[src/amf_pkg.sv]
// Package for the above-mean filter with sorted merge.
// Holds opcodes, state encoding and the controller/datapath command and status structs.
// No dependencies.
package amf_pkg;

  localparam int VECTOR_DEPTH_DEF = 64;
  localparam int STORE_DEPTH_DEF  = 64;
  localparam int VALUE_W          = 32;

  typedef enum logic [1:0] {
    OP_ADD   = 2'd0,
    OP_CLOSE = 2'd1,
    OP_FLUSH = 2'd2,
    OP_NONE  = 2'd3
  } op_t;

  typedef enum logic [3:0] {
    ST_IDLE,
    ST_CL_RD,
    ST_CL_TEST,
    ST_INS_RD,
    ST_INS_CMP,
    ST_INS_SHIFT,
    ST_INS_WR,
    ST_CL_NEXT,
    ST_FL_RD,
    ST_FL_OUT
  } state_t;

  // Commands from controller to datapath.
  typedef struct packed {
    logic add;         // Append in_value to the vector buffer.
    logic cl_start;    // Reset the close walk index.
    logic cl_rd;       // Read vector buffer at the walk index.
    logic cl_mul;      // Register value times count.
    logic cl_next;     // Advance walk index.
    logic cl_done;     // Clear vector count and sum.
    logic ins_start;   // Start an insertion scan at the top of the store.
    logic ins_rd;      // Read store at scan index minus one.
    logic ins_shift;   // Move the read entry up one place, scan down.
    logic ins_wr;      // Write the candidate at the scan index.
    logic ins_drop;    // Store full: set overflow.
    logic fl_start;    // Reset flush index.
    logic fl_rd;       // Read store at flush index.
    logic fl_load;     // Load output register.
    logic fl_done;     // Empty store, clear overflow.
  } cmd_t;

  // Status from datapath to controller.
  typedef struct packed {
    logic vec_empty;
    logic cl_last;     // Walk index is the last element.
    logic keep;        // Element is at least the mean.
    logic store_full;
    logic scan_zero;   // Scan index reached the bottom.
    logic scan_gt;     // Read entry is greater or equal to the candidate.
    logic fl_last;     // Flush index is the last entry or store is empty.
  } stat_t;

endpackage

[src/amf_ctrl.sv]
// Controller state machine of the above-mean filter.
// Depends on amf_pkg; sequences amf_datapath through cmd_t.
module amf_ctrl (
  input  logic           clk,
  input  logic           rst_n,
  input  logic           in_valid,
  output logic           in_stall,
  input  logic [1:0]     in_operation,
  output logic           out_valid,
  input  logic           out_stall,
  output amf_pkg::cmd_t  cmd,
  input  amf_pkg::stat_t stat
);

  amf_pkg::state_t state_r, state_nxt;
  logic            ovalid_r, ovalid_nxt;
  logic            acc;

  assign in_stall  = (state_r != amf_pkg::ST_IDLE);
  assign out_valid = ovalid_r;
  assign acc       = in_valid && !in_stall;

  always_ff @(posedge clk) begin
    if (!rst_n) begin
      state_r  <= amf_pkg::ST_IDLE;
      ovalid_r <= 1'b0;
    end else begin
      state_r  <= state_nxt;
      ovalid_r <= ovalid_nxt;
    end
  end

  always_comb begin
    state_nxt  = state_r;
    cmd        = '0;
    ovalid_nxt = ovalid_r && out_stall;
    case (state_r)
      amf_pkg::ST_IDLE: begin
        if (acc) begin
          case (amf_pkg::op_t'(in_operation))
            amf_pkg::OP_ADD: cmd.add = 1'b1;
            amf_pkg::OP_CLOSE: begin
              if (!stat.vec_empty) begin
                cmd.cl_start = 1'b1;
                state_nxt    = amf_pkg::ST_CL_RD;
              end
            end
            amf_pkg::OP_FLUSH: begin
              cmd.fl_start = 1'b1;
              state_nxt    = amf_pkg::ST_FL_RD;
            end
            default: ;
          endcase
        end
      end
      amf_pkg::ST_CL_RD: begin
        cmd.cl_rd = 1'b1;
        state_nxt = amf_pkg::ST_CL_TEST;
      end
      amf_pkg::ST_CL_TEST: begin
        // The product registers here; the compare is taken next cycle.
        cmd.cl_mul = 1'b1;
        state_nxt  = amf_pkg::ST_INS_RD;
      end
      amf_pkg::ST_INS_RD: begin
        if (!stat.keep) begin
          state_nxt = amf_pkg::ST_CL_NEXT;
        end else if (stat.store_full) begin
          cmd.ins_drop = 1'b1;
          state_nxt    = amf_pkg::ST_CL_NEXT;
        end else begin
          cmd.ins_start = 1'b1;
          state_nxt     = amf_pkg::ST_INS_CMP;
        end
      end
      amf_pkg::ST_INS_CMP: begin
        // Scan down from the top, moving greater-or-equal entries up.
        if (stat.scan_zero) begin
          state_nxt = amf_pkg::ST_INS_WR;
        end else begin
          cmd.ins_rd = 1'b1;
          state_nxt  = amf_pkg::ST_INS_SHIFT;
        end
      end
      amf_pkg::ST_INS_SHIFT: begin
        if (stat.scan_gt) begin
          cmd.ins_shift = 1'b1;
          state_nxt     = amf_pkg::ST_INS_CMP;
        end else begin
          state_nxt = amf_pkg::ST_INS_WR;
        end
      end
      amf_pkg::ST_INS_WR: begin
        cmd.ins_wr = 1'b1;
        state_nxt  = amf_pkg::ST_CL_NEXT;
      end
      amf_pkg::ST_CL_NEXT: begin
        if (stat.cl_last) begin
          cmd.cl_done = 1'b1;
          state_nxt   = amf_pkg::ST_IDLE;
        end else begin
          cmd.cl_next = 1'b1;
          state_nxt   = amf_pkg::ST_CL_RD;
        end
      end
      amf_pkg::ST_FL_RD: begin
        if (!ovalid_r || !out_stall) begin
          cmd.fl_rd = 1'b1;
          state_nxt = amf_pkg::ST_FL_OUT;
        end
      end
      amf_pkg::ST_FL_OUT: begin
        cmd.fl_load = 1'b1;
        ovalid_nxt  = 1'b1;
        if (stat.fl_last) begin
          cmd.fl_done = 1'b1;
          state_nxt   = amf_pkg::ST_IDLE;
        end else begin
          state_nxt = amf_pkg::ST_FL_RD;
        end
      end
      default: state_nxt = amf_pkg::ST_IDLE;
    endcase
  end

  // A new beat is loaded only when the output register is free.
  a_load_free: assert property (@(posedge clk) disable iff (!rst_n)
    cmd.fl_load |-> !ovalid_r || !out_stall)
    else $error("output overwritten");
  a_no_accept_busy: assert property (@(posedge clk) disable iff (!rst_n)
    (state_r != amf_pkg::ST_IDLE) |-> in_stall)
    else $error("accept while busy");
  a_wr_shift_excl: assert property (@(posedge clk) disable iff (!rst_n)
    !(cmd.ins_wr && cmd.ins_shift))
    else $error("store write conflict");
  a_done_idle: assert property (@(posedge clk) disable iff (!rst_n)
    (cmd.fl_done || cmd.cl_done) |=> state_r == amf_pkg::ST_IDLE)
    else $error("done without idle");

endmodule
[config.mk]
export PLATFORM = sky130hd
export DESIGN_NAME = amf_ctrl
export DESIGN_NICKNAME = d
export VERILOG_FILES = /design/src/amf_pkg.sv /design/src/amf_ctrl.sv
export SDC_FILE = /design/constraint.sdc
export NUM_CORES = 1
export LEC_CHECK = 0
export ABC_AREA = 1
export BUFFER_PORTS_ARGS = -buffer_cell sky130_fd_sc_hd__buf_2
export CORE_AREA = 2 2 39 41
export DETAILED_ROUTE_END_ITERATION = 8
export DIE_AREA = 0 0 41 43
export PLACE_DENSITY = 0.76
export SLEW_MARGIN = 20
export SYNTH_ARGS = -nofsm -noshare
export SYNTH_HDL_FRONTEND = slang
export SYNTH_SLANG_ARGS = --single-unit
[constraint.sdc]
create_clock -name clk -period 2.54 [get_ports clk]
set_input_delay 0.635 -clock clk [delete_from_list [all_inputs] [get_ports clk]]
set_output_delay 0.635 -clock clk [all_outputs]
set_load 0.05 [all_outputs]
* Yosys cells after proc, flatten, opt, wreduce, memory -nomap -nowiden
Cells that the tools add are included.
Word-level totals: bits in registers 5, output and inout bits 17, logic and storage cells 67, input bits 13
Operators by class: equal/unequal tests 15, multiplexer cells 40, reduce and logical (&&, ||, !) cells 10
Operators by type and width (count):
- $pmux W4 S10 | 1
- $mux W1 | 26
- $mux W4 | 5
- $eq A4 B3 Y1 const B | 4
- $mux W2 | 7
- $eq A4 B2 Y1 const B | 2
- $eq A4 B4 Y1 const B | 2
- $pmux W4 S2 | 1
- $eq A4 B1 Y1 const B | 1
- $logic_not A4 Y1 | 1
- $ne A2 B2 Y1 const B | 2
- $reduce_and A4 Y1 | 1
- $reduce_bool A4 Y1 | 1
- $logic_not A1 Y1 | 3
- $ne A3 B1 Y1 const B | 1
- $ne A3 B3 Y1 const B | 1
- $eq A2 B1 Y1 const B | 1
- $eq A2 B2 Y1 const B | 1
- $logic_and A1 B1 Y1 | 2
- $logic_not A2 Y1 | 1
- $logic_or A1 B1 Y1 | 1

* Longest topological paths before layout
Gate-level depths: netlist of the first run.
word-level depth 5, mapped depth 9, gate-level depth less buffers 9

* Worst setup path before layout of the first run
Ideal clock, no wire load.
path kind input -> output, from input port in_operation[0], to output port cmd[13] (netlist bit), data arrival time 2.243 ns, required time 1.905 ns, path buffers 0, setup slack -0.338 ns, stages 2, path through inv_1 > nor4_1
RTL lines:
- from (decl) | line amf_ctrl.sv:8 | input logic [1:0] in_operation,
- to (decl) | line amf_ctrl.sv:11 | output amf_pkg::cmd_t cmd,

==> impl_metrics.py, run 1 <==
metrics = {
    "run_status": {
        "status": "completed",
    },
    "worst_setup_path": {
        "r2r_cells": 6,
        "max_stage_delay_ns": 0.33,
        "worst_setup_path_end_kind": "primary output",
        "crit_top_cell": "nand2_1",
        "crit_arrival_ns": 1.44,
        "crit_fanout": 5,
        "crit_chain": "inv_2 > nand2_1 > nor2_1 > nand2_1 > nor4_2 > buf_2",
        "cp_data_required_time_ns": 1.90,
        "ff2ff_setup_slack_ns": 1.35,
        "critPathTopFamily": "simple AND/OR/NAND/NOR gates",
        "r2r-start": "state_r[1]$_SDFFE_PN0P_",
        "worst_path_max_delay_cell": "dfxtp_1",
        "cp-start-kind": "flip-flop",
        "path_class": "flip-flop to primary output",
        "worstReg2RegEnd": "state_r[3]$_SDFFE_PN0P_",
        "crit_buf_inv": 2,
    },
    "placement": {
        "portBuffers": 29,
        "gp_congestion": 0.765,
        "dp_cells": 135,
        "dp_hpwl_um": 981,
    },
    "clocking": {
        "path_clk_slew_ns": 0.04,
        "clock-root-buffer": "clkbuf_4",
        "insertion_delay_ns": 0.24,
        "cts_tree": "built",
        "cts_setup_buffers": 0,
        "h-tree-depth": 1,
        "cts_buffers": 3,
        "clkSinkCount": 5,
        "max-clock-path-buffers": 2,
        "cts_hold_buf": 0,
        "ctsResizeCount": 0,
    },
    "detailed_routing": {
        "drc_errors": 0,
        "antenna_left": 0,
        "vias": 613,
        "totalWireLength_um": 1140,
        "avgViaCountPerCell": 4.41,
        "dr.pass1.iters": 3,
        "drt_iter0_markers": 14,
        "wl_per_cell_um": 8.17,
    },
    "sta": {
        "finalSetupTns_ns": 0,
        "rsz0062_at_grt": "false",
        "slew_headroom_pct": 80.3,
        "setup_viol": 0,
        "finClkSkew_ns": 0.000927,
        "slew_violations": 0,
        "period_needed_ns": 2.08,
        "worstMarginPinSlew_ns": 0.295,
        "fin_crit_sh_pct": 81.8,
        "max_freq_mhz": 481,
        "hold_viol": 0,
    },
    "power": {
        "p_per_area_nw_per_um2": 567,
        "p_sw_mw": 0.178,
        "switching_share_pct": 47.3,
        "ir_worst_vdd_v": 0.000292,
        "power_mw": 0.377,
        "pwr-share-seq_pct": 25.6,
        "internal_power_mw": 0.199,
        "p_comb_share_pct": 51.0,
        "leakagePower_nw": 0.445,
        "clock_power_share_pct": 23.4,
    },
    "global_route": {
        "grt_max_degree": 8,
        "grt_pass1_vias": 526,
        "gr-total-overflow": 0,
        "grt_util_all_layers_pct": 15.3,
        "grt_antenna_before_repair": 0,
        "grt_pass1_wl_um": 1860,
    },
    "finish": {
        "final_cells": 139,
        "areaGrowthSynthToFinish_pct": 42.2,
        "final_layout_size_suffix_gt1_share_pct": 35.8,
        "antenna_cells": 0,
        "final_util_pct": 48.1,
        "nNetsFinal": 137,
    },
    "floorplan": {
        "start_util_pct": 33.8,
        "dieArea_um2": 1760,
        "row_count": 14,
        "coreArea_um2": 1380,
        "die-height_um": 43,
        "num_io_pins": 30,
        "die_x_um": 41,
    },
    "yosys": {
        "synth-seq-area-share_pct": 21.4,
        "ys_top_cells_by_area": "dfxtp_1 (21%), nand2_1 (17%), inv_1 (15%)",
        "yosysTopAreaCell": "dfxtp_1",
        "syn_nets": 103,
        "synth_area_um2": 468,
        "syn_area_per_cell_um2": 5.20,
        "ys_warn_count": 0,
        "netlist_instances": 90,
        "synth.top_cell.area_share_pct": 21.4,
        "ys_ff_latch": 5,
        "synth.distinct_cells": 15,
    },
    "worst_hold_path": {
        "hp-start": "out_valid$_SDFF_PN0_",
        "hold_class": "flip-flop to flip-flop",
        "min_path_cells": 2,
        "hold_end": "out_valid$_SDFF_PN0_",
    },
    "job": {
        "max-cap-violations": 0,
    },
}
## tightest hold or removal path, stage by stage (launching register included)
cell and delay, ns:
dfxtp_1 0.30, nand2_1 0.07, a21oi_1 0.06
## metrics by stage
stage	setup WS (ns)	hold WS (ns)	area (µm²)
floorplan	0.137	0.580	474
global placement	0.571	0.475	639
detailed placement	0.545	0.478	639
CTS	0.447	0.483	666
global route	0.258	0.533	666
finish	0.462	0.478	666
## cell usage after synthesis
cell     number
nor4_1        1
nand2_2       2
nor2_2        5
dfxtp_1       5
nor2_1       16
nor3_1        3
o21ai_2       1
a21oi_1       3
inv_1        19
nand3_1       8
nand2_1      21
o21ai_1       1
a31oi_1       1
inv_2         3
nand4_1       1
## power groups by stage
stage / Combinational (mW) / Sequential [mW] / Clock, mW
2_1_floorplan: 0.149 / 0.0971 / 0
3_3_place_gp: 0.193 / 0.0977 / 0
3_5_place_dp: 0.193 / 0.0977 / 0
4_1_cts: 0.194 / 0.0964 / 0.0931
5_1_grt: 0.215 / 0.0972 / 0.102
6_report: 0.192 / 0.0964 / 0.0884
## state kept, by name, indices dropped and copies added, names as in the netlist
register / flops
state_r: 4
out_valid: 1
## logic make-up (layout without fill, tap and decap cells)
kind of cell,count (synthesis),after routing,share of synthesized area [%]
buffers and inverters,22,55,17.6
DFF,5,5,21.4
and+or+nand+nor,57,57,53.5
AOI/OAI and AO/OA,6,6,7.49
## routing by layer
layer / vias to the layer above / share of wire (%) / track usage, %
li1: 338 / - / -
met1: 257 / 45 / 17.0
met2: 14 / 50 / 24.7
met3: 4 / 4.1 / 3.14
met4: 0 / 1.7 / 10.0
met5: - / 0 / 0
## worst max path at each step
stage,from,end,cells past startpoint
final,state_r[0]$_SDFFE_PN0P_,cmd[13],6
after global routing,state_r[1]$_SDFFE_PN0P_,cmd[14],6
after CTS,state_r[1]$_SDFFE_PN0P_,cmd[13],6
after detailed placement,in_operation[0],cmd[13],4
after global placement,in_operation[0],cmd[13],4
after floorplan,in_valid,cmd[14],2
## placed cells by master (no fill, tap or decap)
master / n
buf_2: 29
nand2_1: 21
inv_1: 19
nor2_1: 16
nand3_1: 8
nor2_2: 5
dfxtp_1: 5
inv_2: 3
nor3_1: 3
a21oi_1: 3
clkbuf_4: 3
nand2_2: 2
nor4_2: 1
o21ai_1: 1
o21ai_2: 1
a31oi_1: 1
nand4_1: 1
clkbuf_1: 1
## layout make-up
type | instances | area [µm²]
fillers | 154 | 718
multi-input cells | 63 | 292
inverters | 22 | 82.6
clock buffers | 4 | 26.3
flip-flops and latches | 5 | 100
well taps | 16 | 20.0
repair buffers | 29 | 145
No activity file was read; power rests on OpenSTA's default activity.
==> run 2, diff against run 1 <==
Clock period 2.54 ns to 1.99 ns, I/O delays scaled along.
==> impl_metrics.py, run 2 (synthesis gave the netlist of run 1 again) <==
metrics = {
    "run_status": {
        "status": "completed",
    },
    "placement": {
        "dpl_worst_slack_ns": 0.259,
        "portBuffers": 29,
        "dpl_cell_area_um2": 649,
        "dp_hpwl_um": 1000,
        "gp_congestion": 0.784,
        "dp_cells": 135,
    },
    "power": {
        "power_mw": 0.498,
        "leakagePower_nw": 0.450,
        "p_per_area_nw_per_um2": 720,
        "ir_worst_vdd_v": 0.000402,
    },
    "floorplan": {
        "coreArea_um2": 1380,
        "num_io_pins": 30,
        "dieArea_um2": 1760,
        "start_util_pct": 33.8,
        "row_count": 14,
        "die-height_um": 43,
        "die_x_um": 41,
    },
    "detailed_routing": {
        "totalWireLength_um": 1170,
        "dr.pass1.iters": 4,
        "wl_per_cell_um": 8.42,
        "antenna_left": 0,
        "vias": 615,
        "avgViaCountPerCell": 4.42,
        "drc_errors": 0,
        "drt_iter0_markers": 12,
    },
    "clocking": {
        "max-clock-path-buffers": 2,
        "cts_hold_buf": 0,
        "path_clk_slew_ns": 0.04,
        "clock-root-buffer": "clkbuf_4",
        "insertion_delay_ns": 0.24,
        "cts_tree": "built",
        "cts_buffers": 3,
        "h-tree-depth": 1,
        "clkSinkCount": 5,
    },
    "worst_setup_path": {
        "cp-start-kind": "flip-flop",
        "crit_arrival_ns": 1.37,
        "worst_path_max_delay_cell": "dfxtp_1",
        "path_class": "flip-flop to primary output",
        "cp_data_required_time_ns": 1.49,
        "crit_buf_inv": 2,
        "max_stage_delay_ns": 0.35,
        "crit_chain": "inv_2 > nand2_1 > nor2_2 > nand2_2 > nor4_2 > buf_4",
        "crit_fanout": 5,
        "critPathTopFamily": "simple AND/OR/NAND/NOR gates",
        "ff2ff_setup_slack_ns": 0.80,
        "worst_setup_path_end_kind": "primary output",
    },
    "finish": {
        "final_cells": 139,
        "final_common_cell": "buf_2",
        "largest-register": "state_r",
        "areaGrowthSynthToFinish_pct": 47.9,
        "antenna_cells": 0,
        "nFillCells": 150,
        "fin_area_um2": 692,
        "largest_reg_flops": 4,
        "nNetsFinal": 137,
        "layout_common_cells": "buf_2 (27), nand2_1 (20), inv_1 (19), nor2_1 (15), nand3_1 (8)",
        "final_layout_size_suffix_gt1_share_pct": 39.8,
    },
    "sta": {
        "fin_ws_ns": 0.125,
        "finClkSkew_ns": 0.00150,
        "period_needed_ns": 1.87,
        "worstMarginPinSlew_ns": 0.322,
        "hold_ws_ns": 0.467,
        "slew_violations": 0,
        "hold_viol": 0,
        "slew_headroom_pct": 78.5,
        "max_freq_mhz": 536,
        "fin_crit_sh_pct": 93.7,
        "rsz0062_at_grt": "false",
        "setup_viol": 0,
    },
    "global_route": {
        "gr-total-overflow": 0,
        "grt_antenna_before_repair": 0,
        "grt_pass1_vias": 499,
        "grt_util_all_layers_pct": 14.7,
        "grt_pass1_wl_um": 1750,
        "grt_max_degree": 8,
    },
    "worst_hold_path": {
        "hold_class": "input port to flip-flop",
    },
    "job": {
        "max-cap-violations": 0,
    },
}
run 2: worst min-delay path: stages:
cell	delay, ns
buf_2	0.09
nand2_1	0.05
inv_1	0.04
run 2: per-stage QoR:
step	util (%)	setup TNS [ns]
5_1_grt	50.0	0
3_3_place_gp	46.9	0
3_5_place_dp	46.9	0
4_1_cts	49.0	0
6_report	50.0	0
2_1_floorplan	-	-0.168
run 2: cell type report:
class / instances / area [µm²] / area share (%)
multi-input combinational: 63 / 312 / 45.0
inverter: 22 / 82.6 / 11.9
clock buffer: 4 / 26.3 / 3.80
sequential: 5 / 101 / 14.6
tap: 16 / 20.0 / 2.89
timing repair buffer: 29 / 150 / 21.7
run 2: repair_timing:
action,CTS,global route
resized for setup,1,5
buffers inserted,0,0
setup endpoints to repair,1,4
run 2: path summary, 6_finish.rpt:
| kind | from | endpoint | cells after the start |
|---|---|---|---|
| worst max-delay path | state_r[0]$_SDFFE_PN0P_ | cmd[13] | 6 |
| worst min-delay path | rst_n | state_r[1]$_SDFFE_PN0P_ | 3 |
| worst max register to register | state_r[2]$_SDFFE_PN0P_ | state_r[0]$_SDFFE_PN0P_ | 7 |
| worst min register to register | out_valid$_SDFF_PN0_ | out_valid$_SDFF_PN0_ | 2 |
run 2: routing by layer:
layer / wire length (µm) / GRT usage (%)
met5: 0 / 0
met4: 8 / 12.0
met3: 60 / 1.57
met2: 625 / 24.7
met1: 476 / 14.8
run 2: power by group:
part	internal, mW	leakage (nW)	switching (mW)
logic	0.0743	0.394	0.184
clock network	0.0756	0.0150	0.0379
registers	0.111	0.0410	0.0159
total	0.261	0.450	0.237
==> run 3, diff against run 2 <==
Settings changed: CTS_BUF_LIST set to sky130_fd_sc_hd__clkbuf_16.
==> impl_metrics.py, run 3 (synthesis gave the netlist of run 1 again) <==
metrics = {
    "global_route": {
        "use_met2_pct": 24.4,
        "gr-total-overflow": 0,
        "grt_use_met3_pct": 4.71,
        "grt_pass1_vias": 489,
        "grt_util_all_layers_pct": 14.3,
        "grt_pass1_wl_um": 1730,
        "grt_max_degree": 8,
        "use_met1_pct": 14.8,
        "grt_antenna_before_repair": 0,
        "top_usage_layer": "met2",
    },
    "clocking": {
        "cts_setup_buffers": 0,
        "cts_buffers": 3,
        "cts_hold_buf": 0,
        "cts_tree": "built",
        "max-clock-path-buffers": 2,
        "clock-root-buffer": "clkbuf_16",
        "ctsResizeCount": 0,
        "path_clk_slew_ns": 0.03,
        "insertion_delay_ns": 0.22,
        "h-tree-depth": 1,
        "clkSinkCount": 5,
    },
    "worst_setup_path": {
        "worst_path_max_delay_cell": "dfxtp_1",
        "cp-start-kind": "flip-flop",
        "path_class": "flip-flop to primary output",
        "worstSetupStartpoint": "state_r[1]$_SDFFE_PN0P_",
        "r2r_cells": 7,
        "max_stage_delay_ns": 0.37,
        "r2r-start": "state_r[1]$_SDFFE_PN0P_",
        "worst_setup_path_end_kind": "primary output",
        "crit_chain": "nor2_2 > nand2_1 > nor2_1 > buf_2",
        "worstReg2RegEnd": "state_r[0]$_SDFFE_PN0P_",
        "cp_data_required_time_ns": 1.49,
        "ff2ff_setup_slack_ns": 0.78,
        "critPathTopFamily": "simple AND/OR/NAND/NOR gates",
        "crit_arrival_ns": 1.36,
        "crit_buf_inv": 1,
        "crit_end": "cmd[2]",
        "cp_num_cells": 4,
        "crit_fanout": 7,
    },
    "floorplan": {
        "num_io_pins": 30,
        "row_count": 14,
        "start_util_pct": 33.8,
        "coreArea_um2": 1380,
        "dieArea_um2": 1760,
        "die-height_um": 43,
        "die_x_um": 41,
    },
    "power": {
        "ir_worst_vdd_v": 0.000859,
        "p_comb_share_pct": 36.6,
        "leakagePower_nw": 0.475,
        "switching_share_pct": 36.1,
        "internal_power_mw": 0.441,
        "pwr-share-seq_pct": 18.0,
        "clock_power_share_pct": 45.5,
        "p_per_area_nw_per_um2": 936,
        "p_sw_mw": 0.248,
    },
    "sta": {
        "fin_ws_ns": 0.133,
        "period_needed_ns": 1.86,
        "finClkSkew_ns": 0.000118,
        "worstMarginPinSlew_ns": 0.316,
        "max_freq_mhz": 538,
        "rsz0062_at_grt": "false",
        "hold_ws_ns": 0.474,
        "slew_violations": 0,
        "setup_viol": 0,
        "fin_crit_sh_pct": 93.3,
        "hold_viol": 0,
        "slew_headroom_pct": 78.9,
    },
    "finish": {
        "areaGrowthSynthToFinish_pct": 57.2,
        "nNetsFinal": 137,
        "antenna_cells": 0,
        "nFillCells": 145,
        "final_layout_size_suffix_gt1_share_pct": 38.2,
        "final_common_cell": "buf_2",
        "largest_reg_flops": 4,
        "largest-register": "state_r",
        "layout_common_cells": "buf_2 (27), nand2_1 (21), inv_1 (20), nor2_1 (15), nand3_1 (8)",
        "fin_area_um2": 736,
    },
    "job": {
        "max-cap-violations": 0,
    },
    "detailed_routing": {
        "totalWireLength_um": 1120,
        "vias": 616,
        "antenna_left": 0,
        "dr.pass1.iters": 4,
        "wl_per_cell_um": 8.08,
        "drt_iter0_markers": 13,
        "drc_errors": 0,
        "avgViaCountPerCell": 4.43,
    },
    "placement": {
        "dpl_worst_slack_ns": 0.259,
        "dpl_cell_area_um2": 649,
        "dp_hpwl_um": 1000,
        "gp_congestion": 0.784,
        "portBuffers": 29,
    },
    "worst_hold_path": {
        "hold_class": "flip-flop to flip-flop",
    },
    "run_status": {
        "status": "completed",
    },
}
## run 3: how the worst min path moves through the flow
stage / start / end / slack (ns) / depth (start not counted)
detailed placement: out_valid$_SDFF_PN0_ / out_valid$_SDFF_PN0_ / 0.47 / 2
CTS: out_valid$_SDFF_PN0_ / out_valid$_SDFF_PN0_ / 0.48 / 2
global route: rst_n / state_r[1]$_SDFFE_PN0P_ / 0.49 / 3
global placement: out_valid$_SDFF_PN0_ / out_valid$_SDFF_PN0_ / 0.47 / 2
floorplan: state_r[0]$_SDFFE_PN0P_ / state_r[2]$_SDFFE_PN0P_ / 0.58 / 3
finish: out_valid$_SDFF_PN0_ / out_valid$_SDFF_PN0_ / 0.47 / 2
## run 3: per-layer routing
metal  share of wire [%]  up-vias
met5                   0        -
met1                  41      261
met2                  53       14
li1                    -      339
met4                0.71        0
met3                 5.2        2
## run 3: final cells by class
class                      instances  area [µm²]  area share [%]
inverter                          22        82.6            11.2
sequential                         5         100            13.6
tap                               16        20.0            2.72
clock buffer                       3        75.1            10.2
multi-input combinational         63         304            41.3
clock inverter                     1        3.75           0.510
timing repair buffer              29         150            20.4
## run 3: metrics by stage
stage | cells | TNS, ns | util, % | power (mW)
floorplan | 90 | -0.168 | - | 0.316
global placement | 135 | 0 | 46.9 | 0.372
detailed placement | 135 | 0 | 46.9 | 0.374
CTS | 139 | 0 | 52.6 | 0.693
global route | 139 | 0 | 53.2 | 0.730
finish | 139 | 0 | 53.2 | 0.689
## run 3: power by group through the flow
stage	Clock, mW	Sequential, mW	Combinational, mW
4_1_cts	0.319	0.124	0.250
6_report	0.313	0.124	0.252
3_5_place_dp	0	0.125	0.249
5_1_grt	0.325	0.125	0.279
2_1_floorplan	0	0.124	0.192
3_3_place_gp	0	0.124	0.248
## run 3: worst register-to-register path, stage by stage, from the launching register on
cell and delay (ns):
dfxtp_1 0.37, nor2_2 0.27, nand2_1 0.14, o21ai_1 0.10
nor2_1 0.06, nand3_1 0.07, nand2_1 0.06, nor2_2 0.07
